`src/sv/ppc_dform_load_store_execute_top_assert.svh`:
```
// Assertion shorthands for the load/store unit; clk and rst_n come from the enclosing module.
`ifndef PPC_DFORM_LOAD_STORE_EXECUTE_TOP_ASSERT_SVH
`define PPC_DFORM_LOAD_STORE_EXECUTE_TOP_ASSERT_SVH

// Same-cycle implication.
`define PPCLS_ASSERT_IMP(lbl, ante, cons, msg) \
    lbl: assert property (@(posedge clk) disable iff (!rst_n) (ante) |-> (cons)) \
        else $error(msg);

// Next-cycle implication.
`define PPCLS_ASSERT_NXT(lbl, ante, cons, msg) \
    lbl: assert property (@(posedge clk) disable iff (!rst_n) (ante) |=> (cons)) \
        else $error(msg);

`endif

```
`src/sv/ppcls_pkg.sv`:
```
package ppcls_pkg;

    localparam int MEM_BYTES_DEF = 4096;

    // Command codes
    localparam logic [2:0] CMD_EXEC    = 3'd0;
    localparam logic [2:0] CMD_WR_REG  = 3'd1;
    localparam logic [2:0] CMD_RD_REG  = 3'd2;
    localparam logic [2:0] CMD_WR_BYTE = 3'd3;
    localparam logic [2:0] CMD_RD_BYTE = 3'd4;

    // Status codes
    localparam logic [1:0] ST_DONE    = 2'd0;
    localparam logic [1:0] ST_INVALID = 2'd1;
    localparam logic [1:0] ST_UNSUP   = 2'd2;

    // Primary opcodes with the update bit cleared
    localparam logic [5:0] OP_LWZ = 6'd32;
    localparam logic [5:0] OP_LBZ = 6'd34;
    localparam logic [5:0] OP_STW = 6'd36;
    localparam logic [5:0] OP_STB = 6'd38;
    localparam logic [5:0] OP_LHZ = 6'd40;
    localparam logic [5:0] OP_STH = 6'd44;

    typedef struct packed {
        logic       latch;
        logic       rd_base;
        logic       calc_ea;
        logic       check;
        logic       mem_en;
        logic [1:0] cnt;
        logic       wr_data;
        logic       wr_upd;
        logic       load_out;
    } dp_cmd_t;

    typedef struct packed {
        logic       is_exec;
        logic       is_rd_reg;
        logic       is_wr_reg;
        logic       mem_rd;
        logic       upd;
        logic [1:0] nm1;
        logic       chk_ok;
        logic       ok;
    } dp_stat_t;

endpackage

```
`src/sv/ppcls_ctrl.sv`:
```
module ppcls_ctrl (
    input  logic                clk,
    input  logic                rst_n,
    input  logic                in_valid,
    output logic                in_ready,
    output logic                out_valid,
    input  logic                out_ready,
    input  ppcls_pkg::dp_stat_t stat,
    output ppcls_pkg::dp_cmd_t  ctl
);
    import ppcls_pkg::*;

    typedef enum logic [8:0] {
        S_IDLE   = 9'b000000001,
        S_RDBASE = 9'b000000010,
        S_EA     = 9'b000000100,
        S_CHECK  = 9'b000001000,
        S_MEM    = 9'b000010000,
        S_DRAIN  = 9'b000100000,
        S_WB     = 9'b001000000,
        S_UPD    = 9'b010000000,
        S_OUT    = 9'b100000000
    } state_t;

    state_t     state_reg;
    state_t     state_next;
    logic [1:0] cnt_reg;
    logic [1:0] cnt_next;
    logic       out_valid_reg;
    logic       out_valid_next;

    always_comb
    begin
        ctl        = '0;
        ctl.cnt    = cnt_reg;
        state_next = state_reg;
        cnt_next   = cnt_reg;
        unique case (state_reg)
            S_IDLE:
            begin
                if (in_valid)
                begin
                    ctl.latch  = 1'b1;
                    state_next = S_RDBASE;
                end
            end
            S_RDBASE:
            begin
                ctl.rd_base = 1'b1;
                if (stat.is_exec)
                    state_next = S_EA;
                else if (stat.is_rd_reg)
                    state_next = S_OUT;
                else if (stat.is_wr_reg)
                    state_next = S_WB;
                else
                    state_next = S_CHECK;
            end
            S_EA:
            begin
                ctl.calc_ea = 1'b1;
                state_next  = S_CHECK;
            end
            S_CHECK:
            begin
                ctl.check = 1'b1;
                cnt_next  = 2'd0;
                state_next = stat.chk_ok ? S_MEM : S_OUT;
            end
            S_MEM:
            begin
                ctl.mem_en = 1'b1;
                if (cnt_reg == stat.nm1)
                begin
                    if (stat.mem_rd)
                        state_next = S_DRAIN;
                    else
                        state_next = stat.upd ? S_UPD : S_OUT;
                end
                else
                begin
                    cnt_next = cnt_reg + 2'd1;
                end
            end
            S_DRAIN:
            begin
                state_next = stat.is_exec ? S_WB : S_OUT;
            end
            S_WB:
            begin
                ctl.wr_data = 1'b1;
                state_next  = stat.upd ? S_UPD : S_OUT;
            end
            S_UPD:
            begin
                ctl.wr_upd = 1'b1;
                state_next = S_OUT;
            end
            S_OUT:
            begin
                // Hold until the output register is free
                if (!out_valid_reg || out_ready)
                begin
                    ctl.load_out = 1'b1;
                    state_next   = S_IDLE;
                end
            end
            default: state_next = S_IDLE;
        endcase
    end

    assign out_valid_next = (out_valid_reg && !out_ready) || ctl.load_out;

    always_ff @(posedge clk or negedge rst_n)
    begin
        if (!rst_n)
        begin
            state_reg     <= S_IDLE;
            cnt_reg       <= 2'd0;
            out_valid_reg <= 1'b0;
        end
        else
        begin
            state_reg     <= state_next;
            cnt_reg       <= cnt_next;
            out_valid_reg <= out_valid_next;
        end
    end

    assign in_ready  = (state_reg == S_IDLE);
    assign out_valid = out_valid_reg;

endmodule

```
`config.mk`:
```
export PLATFORM = sky130hd
export DESIGN_NAME = ppcls_ctrl
export DESIGN_NICKNAME = d
export VERILOG_FILES = /design/src/sv/ppc_dform_load_store_execute_top_assert.svh /design/src/sv/ppcls_pkg.sv /design/src/sv/ppcls_ctrl.sv
export SDC_FILE = /design/constraint.sdc
export NUM_CORES = 1
export LEC_CHECK = 0
export BUFFER_PORTS_ARGS = -buffer_cell sky130_fd_sc_hd__buf_2
export CAP_MARGIN = 20
export CORE_UTILIZATION = 45
export CTS_CLUSTER_SIZE = 14
export DETAILED_ROUTE_END_ITERATION = 8
export HOLD_SLACK_MARGIN = 0.06
export PLACE_DENSITY = 0.71
export SYNTH_ARGS = -nofsm -noshare
export SYNTH_HDL_FRONTEND = slang
export SYNTH_SLANG_ARGS = --single-unit
```
`constraint.sdc`:
```
create_clock -name clk -period 3.4 [get_ports clk]
set_input_delay 0.17 -clock clk [delete_from_list [all_inputs] [get_ports clk]]
set_output_delay 0.17 -clock clk [all_outputs]
set_load 0.05 [all_outputs]
```
**Word level (Yosys, flattened, before mapping)**

Cells that the tools add are included.

- Flip-flop bits (word level): 12
- Latch bits: 0
- Output and inout port bits: 12
- Bits in writable memories: 0
- Input port bits: 13
- Memory bits (read-only): 0
- Memories kept: 0
- Word-level logic and storage cells: 49

- Divide/modulo/power cells: 0
- Shift-type cells: 0
- Bitwise logic cells: 0
- Reduce and logical (&&, ||, !) cells: 8
- $mul: 0
- Muxes and demuxes: 23
- Magnitude comparators: 0
- Equality and inequality tests: 14
- $add $sub $neg: 1

Operator list:

| operator | count |
|---|---|
| two-way mux 9 bit | 9 |
| case mux 9 bit (9 select lines) | 1 |
| two-way mux 1 bit | 10 |
| == test 9 x 1 -> 1 bit, second input constant | 1 |
| == test 9 x 2 -> 1 bit, second input constant | 1 |
| == test 9 x 3 -> 1 bit, second input constant | 1 |
| == test 9 x 4 -> 1 bit, second input constant | 1 |
| == test 9 x 5 -> 1 bit, second input constant | 1 |
| == test 9 x 6 -> 1 bit, second input constant | 1 |
| == test 9 x 7 -> 1 bit, second input constant | 1 |
| == test 9 x 8 -> 1 bit, second input constant | 1 |
| == test 9 bit, second input constant | 1 |
| inequality test 2 bit, second input constant | 4 |
| two-way mux 7 bit | 1 |
| case mux 2 bit (2 select lines) | 1 |
| AND reduction 3 bit | 1 |
| adder 2 x 1 -> 2 bit, second input constant | 1 |
| == test 2 bit | 1 |
| logical NOT 1 bit | 2 |
| logical OR 1 bit | 2 |
| two-way mux 2 bit | 1 |
| AND reduction 2 bit | 1 |
| nonzero test 2 bit | 1 |
| logical AND 1 bit | 1 |

**Logic depth before layout (Yosys ltp)**

Gate-level depths: netlist of run 1.

- Depth in word-level cells: 5
- Gate-level depth with buffers: 5
- Mapped depth without buffers: 5

**Worst setup path after synthesis of run 1**

OpenSTA, ideal clock, no wires.

- Kind: reg-to-reg
- Start point: reg state_reg[1]
- End point: reg state_reg[8]
- Arrival time: 3.040 ns
- Setup slack: 0.268 ns
- Clock period less this slack: 3.132 ns
- Stages on the path, launching flop included: 6
- Setup time: 0.092 ns
- Path through: dfrtp_1 -> or3_4 -> nand2b_4 -> nor4b_1 -> a2111oi_0 -> o22ai_1

- Word-level cells in the longest chain between the ends: 3
- Elaborated cells on any way between the ends: 14
- Those cells by class: eq/ne (12); mux (1); reduce/logical (1)

RTL lines:

| element | RTL line | source |
|---|---|---|
| start: declaration | ppcls_ctrl.sv:25 | `state_t state_reg;` |
| start signal: assignment | ppcls_ctrl.sv:124 | `state_reg <= state_next;` |
| == test 9 bit, or another cell as far along | ppcls_ctrl.sv:38 | `unique case (state_reg)` |
| inequality test 2 bit (no line) | n/a |  |
| AND reduction 3 bit (no line) | n/a |  |

Several ways; a longest one is shown, not always the timed one.
A chain may end at the register's enable or synchronous reset.

==> impl_metrics.tcl, run 1 <==
set metrics [dict create \
    status "complete, no violations" \
    hold_path_depth 2 \
    place_congestion 0.752 \
    rows 15 \
    insertedDiodeCount 0 \
    avgSynthCellArea_um2 9.61 \
    p_switching_uw 307 \
    timing.final.crit_period_ns 2.24 \
    p_clk_share_pct 17.5 \
    h-tree-depth 1 \
    leakage_nw 0.472 \
    min_period_over_period_pct 66.0 \
    antenna_left 0 \
    startpoint_type "flop" \
    routedWlPerCell_um 12.6 \
    cts_buffers 3 \
    vias 726 \
    grt_pass1_wl_mm 2.86 \
    cp_max_fo 8 \
    p_comb_share_pct 51.5 \
    hold_path.class "primary input to flop" \
    hpwlAfterDp_mm 1.34 \
    core_um2 1710 \
    synth_mux_area_share_pct 0 \
    syn_inst 85 \
    switching_share_pct 45.5 \
    p_seq_share_pct 31.1 \
    final-max-slew-violation-count 0 \
    r2r_cells 5 \
    vdd_drop_max_mv 0.390 \
    io_pins 25 \
    synth-seq-cells 12 \
    cts_setup_buffers 0 \
    start_util_pct 47.8 \
    ys_types 36 \
    grt_pass1_vias 682 \
    clk_pin_slew_ns 0.08 \
    syn_to_final_growth_pct 23.6 \
    die_area_um2 1990 \
    synth-main-ff-cell "dfrtp_1" \
    yosysWarnings 0 \
    syn_nets 98 \
    clk_path_buf_depth 2 \
    die_h_um 44.6 \
    finalSetupViolations 0 \
    layout-drive-gt1-share_pct 35.4 \
    nNetsFinal 127 \
    ys_seq_area_share_pct 36.9 \
    via_per_inst 5.26 \
    synth_top_area_share_pct 33.7 \
    drc 0 \
    power_density_nw_per_um2 668 \
    path_class "flop to output pin" \
    firstDrtPassIters 4 \
    fmaxAchievable_ghz 0.445 \
    cts_root_buf "clkbuf_4" \
    synth-edff-count 0 \
    tns_ns 0 \
    tritoncts "done" \
    async_flop_share_pct 100 \
    synth_xor_area_share_pct 5.36 \
    grt_max_degree 13 \
    timing.clock.skew_ns 0.00323 \
    grt_remaining_overflow 0 \
    endpoint_kind "output pin" \
    synth_compound_area_share_pct 16.7 \
    synthSimpleGateAreaFrac_pct 40.1 \
    power_uw 674 \
    max-slew-margin-rel_pct 64.5 \
    wirelength_mm 1.74 \
    largest_register_ffs 9 \
    syn_area_um2 817 \
    first_iter_violations 9 \
    synth_adder_area_share_pct 0 \
    arrival_ns 2.07 \
    dieWidth_um 44.6 \
    antenna_found_initial 0 \
    clock_latency_ns 0.28 \
    cts.sinks 12 \
    cp_data_required_time_ns 3.23 \
    cap_violations 0 \
    worst_pin_slew_ns 0.526 \
    synthTopCellsByArea "dfrtp_1, nor4b_1, or3_4" \
    p_int_uw 368 \
    hold_viol 0 \
    synth_top_family_by_area "simple AND/OR/NAND/NOR gates" \
    numPortBuffers 23 \
    synth_top_cell_by_area "dfrtp_1" \
    grtUsageTotal_pct 20.3 \
    rsz0062_at_grt "false" \
]
cells in the mapped netlist, types with 2 or more instances:
library cell and count:
or3_4 3, xor2_1 2, o21ai_0 6, a21oi_1 3
inv_1 2, nand3b_1 2, nor3_1 4, xnor2_1 3
a22o_1 2, o22ai_1 2, nand2b_1 3, and2_1 5
nor4b_1 4, nand2_1 5, nand3_1 2, dfrtp_1 11
nor2_1 7
layout make-up:
cell class / count / area, µm²
sequential: 12 / 302
timing repair buffer: 24 / 125
inverter: 2 / 7.51
tap: 25 / 31.3
multi-input combinational: 71 / 508
clock buffer: 4 / 36.3
fill: 164 / 698
metrics by stage:
step | cell area (µm²) | instances | utilization [%] | hold WS [ns] | setup slack, ns
floorplan | 817 | 85 | - | -0.126 | 0.268
global placement | 963 | 133 | 56.4 | 0.0661 | 1.44
detailed placement | 963 | 133 | 56.4 | 0.0642 | 1.47
CTS | 1010 | 138 | 59.1 | 0.0795 | 1.14
global route | 1010 | 138 | 59.1 | 0.0958 | 0.973
finish | 1010 | 138 | 59.1 | 0.0797 | 1.16
cells by family (layout without fill, tap and decap cells):
group                     Yosys count  count (layout)
xor gates and xnor gates            5               5
AOI/OAI and AO/OA                  19              19
buffers and inverters               2              30
and+or+nand+nor                    47              47
DFF                                12              12
worst max-delay path, stage by stage, from the launching register on:
cell     delay (ns)
dfrtp_1        0.47
nor3_1         0.31
nand2_1        0.17
nor4b_1        0.48
buf_2          0.36
timing repair:
| action | in CTS | in global routing |
|---|---|---|
| hold buffers | 1 | 0 |
| gates resized for setup | 0 | 0 |
| endpoints found under the setup margin | 0 | 0 |
| hold endpoints to repair | 12 | 0 |
power groups by stage:
stage	logic (mW)	clock network [mW]	registers, mW
final	0.347	0.118	0.209
after global routing	0.376	0.128	0.215
after CTS	0.350	0.120	0.209
after detailed placement	0.346	0	0.212
after global placement	0.343	0	0.211
after floorplan	0.261	0	0.226
cells in the final DEF, fill, tap and decap left out, types with 2 or more instances in the layout:
master | Yosys | routed
nand3_1 | 2 | 2
buf_2 | 0 | 23
or3_4 | 3 | 3
o22ai_1 | 2 | 2
nor4b_1 | 4 | 4
a22o_1 | 2 | 2
and2_1 | 5 | 5
nand3b_1 | 2 | 2
a21oi_1 | 3 | 3
nand2_1 | 5 | 5
xor2_1 | 2 | 2
o21ai_0 | 6 | 6
nor2_1 | 7 | 7
xnor2_1 | 3 | 3
clkbuf_4 | 0 | 3
nor3_1 | 4 | 4
dfrtp_1 | 11 | 11
inv_1 | 2 | 2
nand2b_1 | 3 | 3
worst paths after layout:
| path | start | end | slack [ns] |
|---|---|---|---|
| worst max-delay path | state_reg[5] | ctl[8] | 1.16 |
| worst min-delay path | stat[6] | state_reg[3] | 0.08 |
| worst max register to register | state_reg[1] | state_reg[0] | 1.48 |
| worst min register to register | out_valid | out_valid | 0.56 |
| max in group asynchronous | rst_n | state_reg[0] | 2.83 |
| min in group asynchronous | rst_n | state_reg[7] | 0.29 |
per-layer routing:
layer  GRT usage, %  wire (µm)
met4           12.7         42
met3           3.67         68
met5              0          0
met2           32.6        814
met1           24.9        818
(Power assumes the default switching activity.)
==> inputs of run 2 (changes only) <==
- CORE_UTILIZATION: 45 -> 44
- PLACE_DENSITY: 0.71 -> 0.73
- clock period: 3.4 -> 1.9 ns (I/O delays scaled with it)
==> impl_metrics.tcl, run 2 (synthesis results as in run 1) <==
set metrics [dict create \
    failed_checks "setup timing" \
    grtUsageTotal_pct 23.6 \
    arrival_ns 1.83 \
    grt_pass1_wl_mm 3.31 \
    clk_pin_slew_ns 0.07 \
    rows 15 \
    cts_buffers 3 \
    min_period_over_period_pct 101 \
    layout_common_cells "buf_2, buf_4, dfrtp_1" \
    cts.sinks 12 \
    fin_ws_ns -0.0217 \
    wirelength_mm 2.13 \
    first_iter_violations 12 \
    max-slew-margin-rel_pct 79.2 \
    rsz0062_at_grt "true" \
    timing.clock.skew_ns 0.00284 \
    path_class "flop to output pin" \
    cap_violations 0 \
    syn_to_final_growth_pct 56.8 \
    power_density_nw_per_um2 1110 \
    cp_data_required_time_ns 1.80 \
    cts_root_buf "clkbuf_4" \
    finalNonFillerCells 154 \
    hpwlAfterDp_mm 1.65 \
    io_pins 25 \
    tritoncts "done" \
    fmaxAchievable_ghz 0.520 \
    core_um2 1730 \
    numPortBuffers 23 \
    insertedDiodeCount 0 \
    clock_latency_ns 0.28 \
    die_area_um2 2030 \
    status "complete, but fails checks" \
    vdd_drop_max_mv 0.756 \
    cp_max_fo 5 \
    drc 0 \
    grt_max_degree 13 \
    fillers 123 \
    antenna_left 0 \
    place_congestion 0.878 \
    dieWidth_um 45.1 \
    timing.final.crit_period_ns 1.92 \
    firstDrtPassIters 4 \
    routedWlPerCell_um 13.8 \
    worst_pin_slew_ns 0.311 \
    startpoint_type "flop" \
    finalSetupViolations 1 \
    hold_path.class "primary input to flop" \
    start_util_pct 47.3 \
    vias 843 \
    antenna_found_initial 0 \
    largest_register_ffs 9 \
    die_h_um 45.1 \
    layout-drive-gt1-share_pct 49.6 \
    clk_path_buf_depth 2 \
    endpoint_kind "output pin" \
    placed_cells 141 \
    grt_remaining_overflow 0 \
    via_per_inst 5.47 \
    nNetsFinal 143 \
    h-tree-depth 1 \
    leakage_nw 0.570 \
    power_mw 1.42 \
    place_ws_ns 0.0758 \
    final_common_cell "buf_2" \
    grt_pass1_vias 773 \
    hold_viol 0 \
    final-max-slew-violation-count 0 \
]
run 2: cell types whose count changed in the layout (fill, tap and decap cells not counted), moves of 3 or more:
cell / previous run / this run
buf_2: 23 / 14
buf_4: 0 / 13
buf_6: 0 / 6
dlygate4sd3_1: 1 / 5
nor3_1: 4 / 1
nor3_4: 1 / 4
nor4b_1: 4 / 1
nor4b_4: 0 / 3
run 2: power breakdown:
group          switching (mW)  internal (mW)
sequential             0.0436          0.304
combinational           0.509          0.357
clock                  0.0898          0.117
total                   0.642          0.777
run 2: metal layers:
metal	track usage, %	vias up	part of all wire [%]
met5	0	-	0
met4	9.09	0	1.1
met3	6.40	4	2.3
met2	39.1	17	52
met1	29.3	410	44
li1	-	412	-
run 2: area by class of cell:
type                       count  area (µm²)  share of cell area (%)
multi-input combinational     71         602                    47.0
sequential                    12         304                    23.7
timing repair buffer          40         300                    23.4
clock buffer                   4        36.3                    2.83
tap                           25        31.3                    2.44
inverter                       2        7.51                   0.586
run 2: stage by stage:
step	TNS (ns)	utilization (%)	cell area, µm²	hold slack (ns)
2_1_floorplan	-0.212	-	892	-0.201
3_3_place_gp	0	63.6	1100	-0.0120
3_5_place_dp	0	63.6	1100	-0.00830
4_1_cts	-0.0436	69.7	1200	0.0630
5_1_grt	-0.259	74.2	1280	0.0618
6_report	-0.0217	74.2	1280	0.0665
run 2: path summary, 6_finish.rpt:
kind | start | endpoint | slack (ns) | cells after the start
max | state_reg[6] | ctl[5] | -0.02 | 4
min | in_valid | state_reg[1] | 0.07 | 2
max reg2reg | state_reg[6] | state_reg[0] | 0.05 | 5
min reg2reg | cnt_reg[0] | cnt_reg[0] | 0.57 | 1
max in group asynchronous | rst_n | state_reg[0] | 1.40 | 2
min in group asynchronous | rst_n | state_reg[7] | 0.22 | 2
run 2: worst max-delay path, cell delays in order, from the launching register on:
cell and delay, ns:
dfrtp_2 0.44, or3_4 0.41, or3_4 0.38, nor2_4 0.14, buf_6 0.17
run 2: repair_timing:
item	in CTS	in global routing
resized for setup	9	14
setup endpoints to repair	5	10
setup buffers	0	4
hold buffers	4	1
endpoints found under the hold margin	15	1
pin swaps	2	6
==> inputs of run 3 (changes only) <==
- BUFFER_PORTS_ARGS: -buffer_cell sky130_fd_sc_hd__buf_2 -> not set
- CORE_UTILIZATION: 44 -> 45
- DONT_BUFFER_PORTS: not set -> 1
- PLACE_DENSITY: 0.73 -> not set
==> impl_metrics.tcl, run 3 (synthesis results as in run 1) <==
set metrics [dict create \
    final_common_cell "buf_4" \
    antenna_left 0 \
    hold_path_depth 2 \
    hold_viol 0 \
    io_pins 25 \
    grt_pass1_vias 709 \
    clk_path_buf_depth 2 \
    cts_buffers 3 \
    syn_to_final_growth_pct 58.2 \
    final-max-slew-violation-count 0 \
    cts_root_buf "clkbuf_4" \
    cp_max_fo 5 \
    path_class "flop to output pin" \
    timing.clock.skew_ns 0.00437 \
    die_area_um2 1990 \
    rrSetupSlack_ns 0.06 \
    max-slew-margin-rel_pct 61.9 \
    status "complete, but fails checks" \
    vias 811 \
    placed_area_um2 1070 \
    tns_ns -0.0130 \
    layout_common_cells "buf_4, dfrtp_1, dlygate4sd3_1" \
    fin_ws_ns -0.0115 \
    worst_pin_slew_ns 0.570 \
    largest_register_ffs 9 \
    cap_violations 0 \
    arrival_ns 1.82 \
    min_period_over_period_pct 101 \
    register_area_um2 305 \
    finalSetupViolations 2 \
    r2r_end "state_reg[0]" \
    clk_pin_slew_ns 0.08 \
    fmaxAchievable_ghz 0.523 \
    holdWs_ns 0.0592 \
    r2r-start "state_reg[5]" \
    max_stage_delay_ns 0.40 \
    nNetsFinal 138 \
    leakage_nw 0.552 \
    numPortBuffers 0 \
    grt_pass1_wl_mm 3.12 \
    cpMostUsedCell "buf_6" \
    grt_remaining_overflow 0 \
    failed_checks "setup timing" \
    multi_input_area_um2 597 \
    rows 15 \
    grt_max_degree 13 \
    finalNonFillerCells 149 \
    min_to "out_valid" \
    fillers 120 \
    insertedDiodeCount 0 \
    firstDrtPassIters 4 \
    drc 0 \
    routedWlPerCell_um 14.6 \
    vdd_drop_max_mv 0.893 \
    die_h_um 44.6 \
    endpoint_kind "output pin" \
    startpoint_type "flop" \
    first_iter_violations 9 \
    layout-drive-gt1-share_pct 45.2 \
    dieWidth_um 44.6 \
    core_um2 1710 \
    tritoncts "done" \
    r2r_cells 5 \
    worstPathCellList "buf_6 -> nor3_4 -> nand2_2 -> buf_6 -> nor4b_4 -> buf_6" \
    placed_cells 128 \
    clock_latency_ns 0.28 \
    hold_path_startpoint "out_ready" \
    h-tree-depth 1 \
    place_congestion 0.750 \
    fin_area_um2 1290 \
    hpwlAfterDp_mm 1.49 \
    timing.final.crit_period_ns 1.91 \
    hold_path.class "primary input to flop" \
    via_per_inst 5.44 \
    grtUsageTotal_pct 21.9 \
    cp_data_required_time_ns 1.80 \
    wirelength_mm 2.17 \
    start_util_pct 47.8 \
    rsz0062_at_grt "true" \
    power_density_nw_per_um2 1080 \
    critPathSlowestCell "dfrtp_1" \
    cts.sinks 12 \
    antenna_found_initial 0 \
]
[run 3: layout make-up]
type | count | share of cell area, %
Inverter | 2 | 0.581
Timing Repair Buffer | 35 | 25.2
Sequential cell | 12 | 23.6
Tap cell | 25 | 2.42
Multi-Input combinational cell | 71 | 46.2
Clock buffer | 4 | 2.03
[run 3: power breakdown]
group	internal [mW]	switching, mW	total (mW)
registers	0.305	0.0350	0.340
clock network	0.0815	0.0959	0.177
logic	0.371	0.511	0.882
[run 3: how the worst max path moves through the flow]
stage,start,endpoint,slack (ns)
finish,state_reg[5],ctl[8],-0.01
global route,state_reg[5],ctl[8],-0.08
CTS,state_reg[1],ctl[5],0.003
detailed placement,state_reg[1],state_reg[8],0.05
global placement,state_reg[1],state_reg[0],0.09
floorplan,state_reg[1],state_reg[8],-0.15
[run 3: per-layer routing]
metal  wire (µm)  global-route usage, %  vias up  share of wire, %
li1            -                      -      399                 -
met1        1040                   32.2      399                48
met2        1070                   33.5       13                49
met3          64                   4.90        0               2.9
met4           0                   3.64        0                 0
met5           0                      0        -                 0
[run 3: critical path, delay by kind of cell, from the launching register on]
family	cells	cell delay [ns]
buffers and inverters	3	0.50
flip-flops	1	0.40
AND/OR/NAND/NOR	3	0.62
[run 3: per-stage QoR]
stage / setup slack (ns) / utilization [%] / power [mW]
2_1_floorplan: -0.149 / - / 0.951
3_3_place_gp: 0.0910 / 62.7 / 1.12
3_5_place_dp: 0.0469 / 62.7 / 1.13
4_1_cts: 0.00278 / 70.6 / 1.35
5_1_grt: -0.0778 / 75.7 / 1.47
6_report: -0.0115 / 75.7 / 1.40
[run 3: repair_timing]
action | CTS | global route
endpoints found under the hold margin | 19 | 0
buffers inserted | 0 | 9
endpoints found under the setup margin | 6 | 6
resized for setup | 8 | 7
hold buffers | 8 | 0
pin swaps | 4 | 5
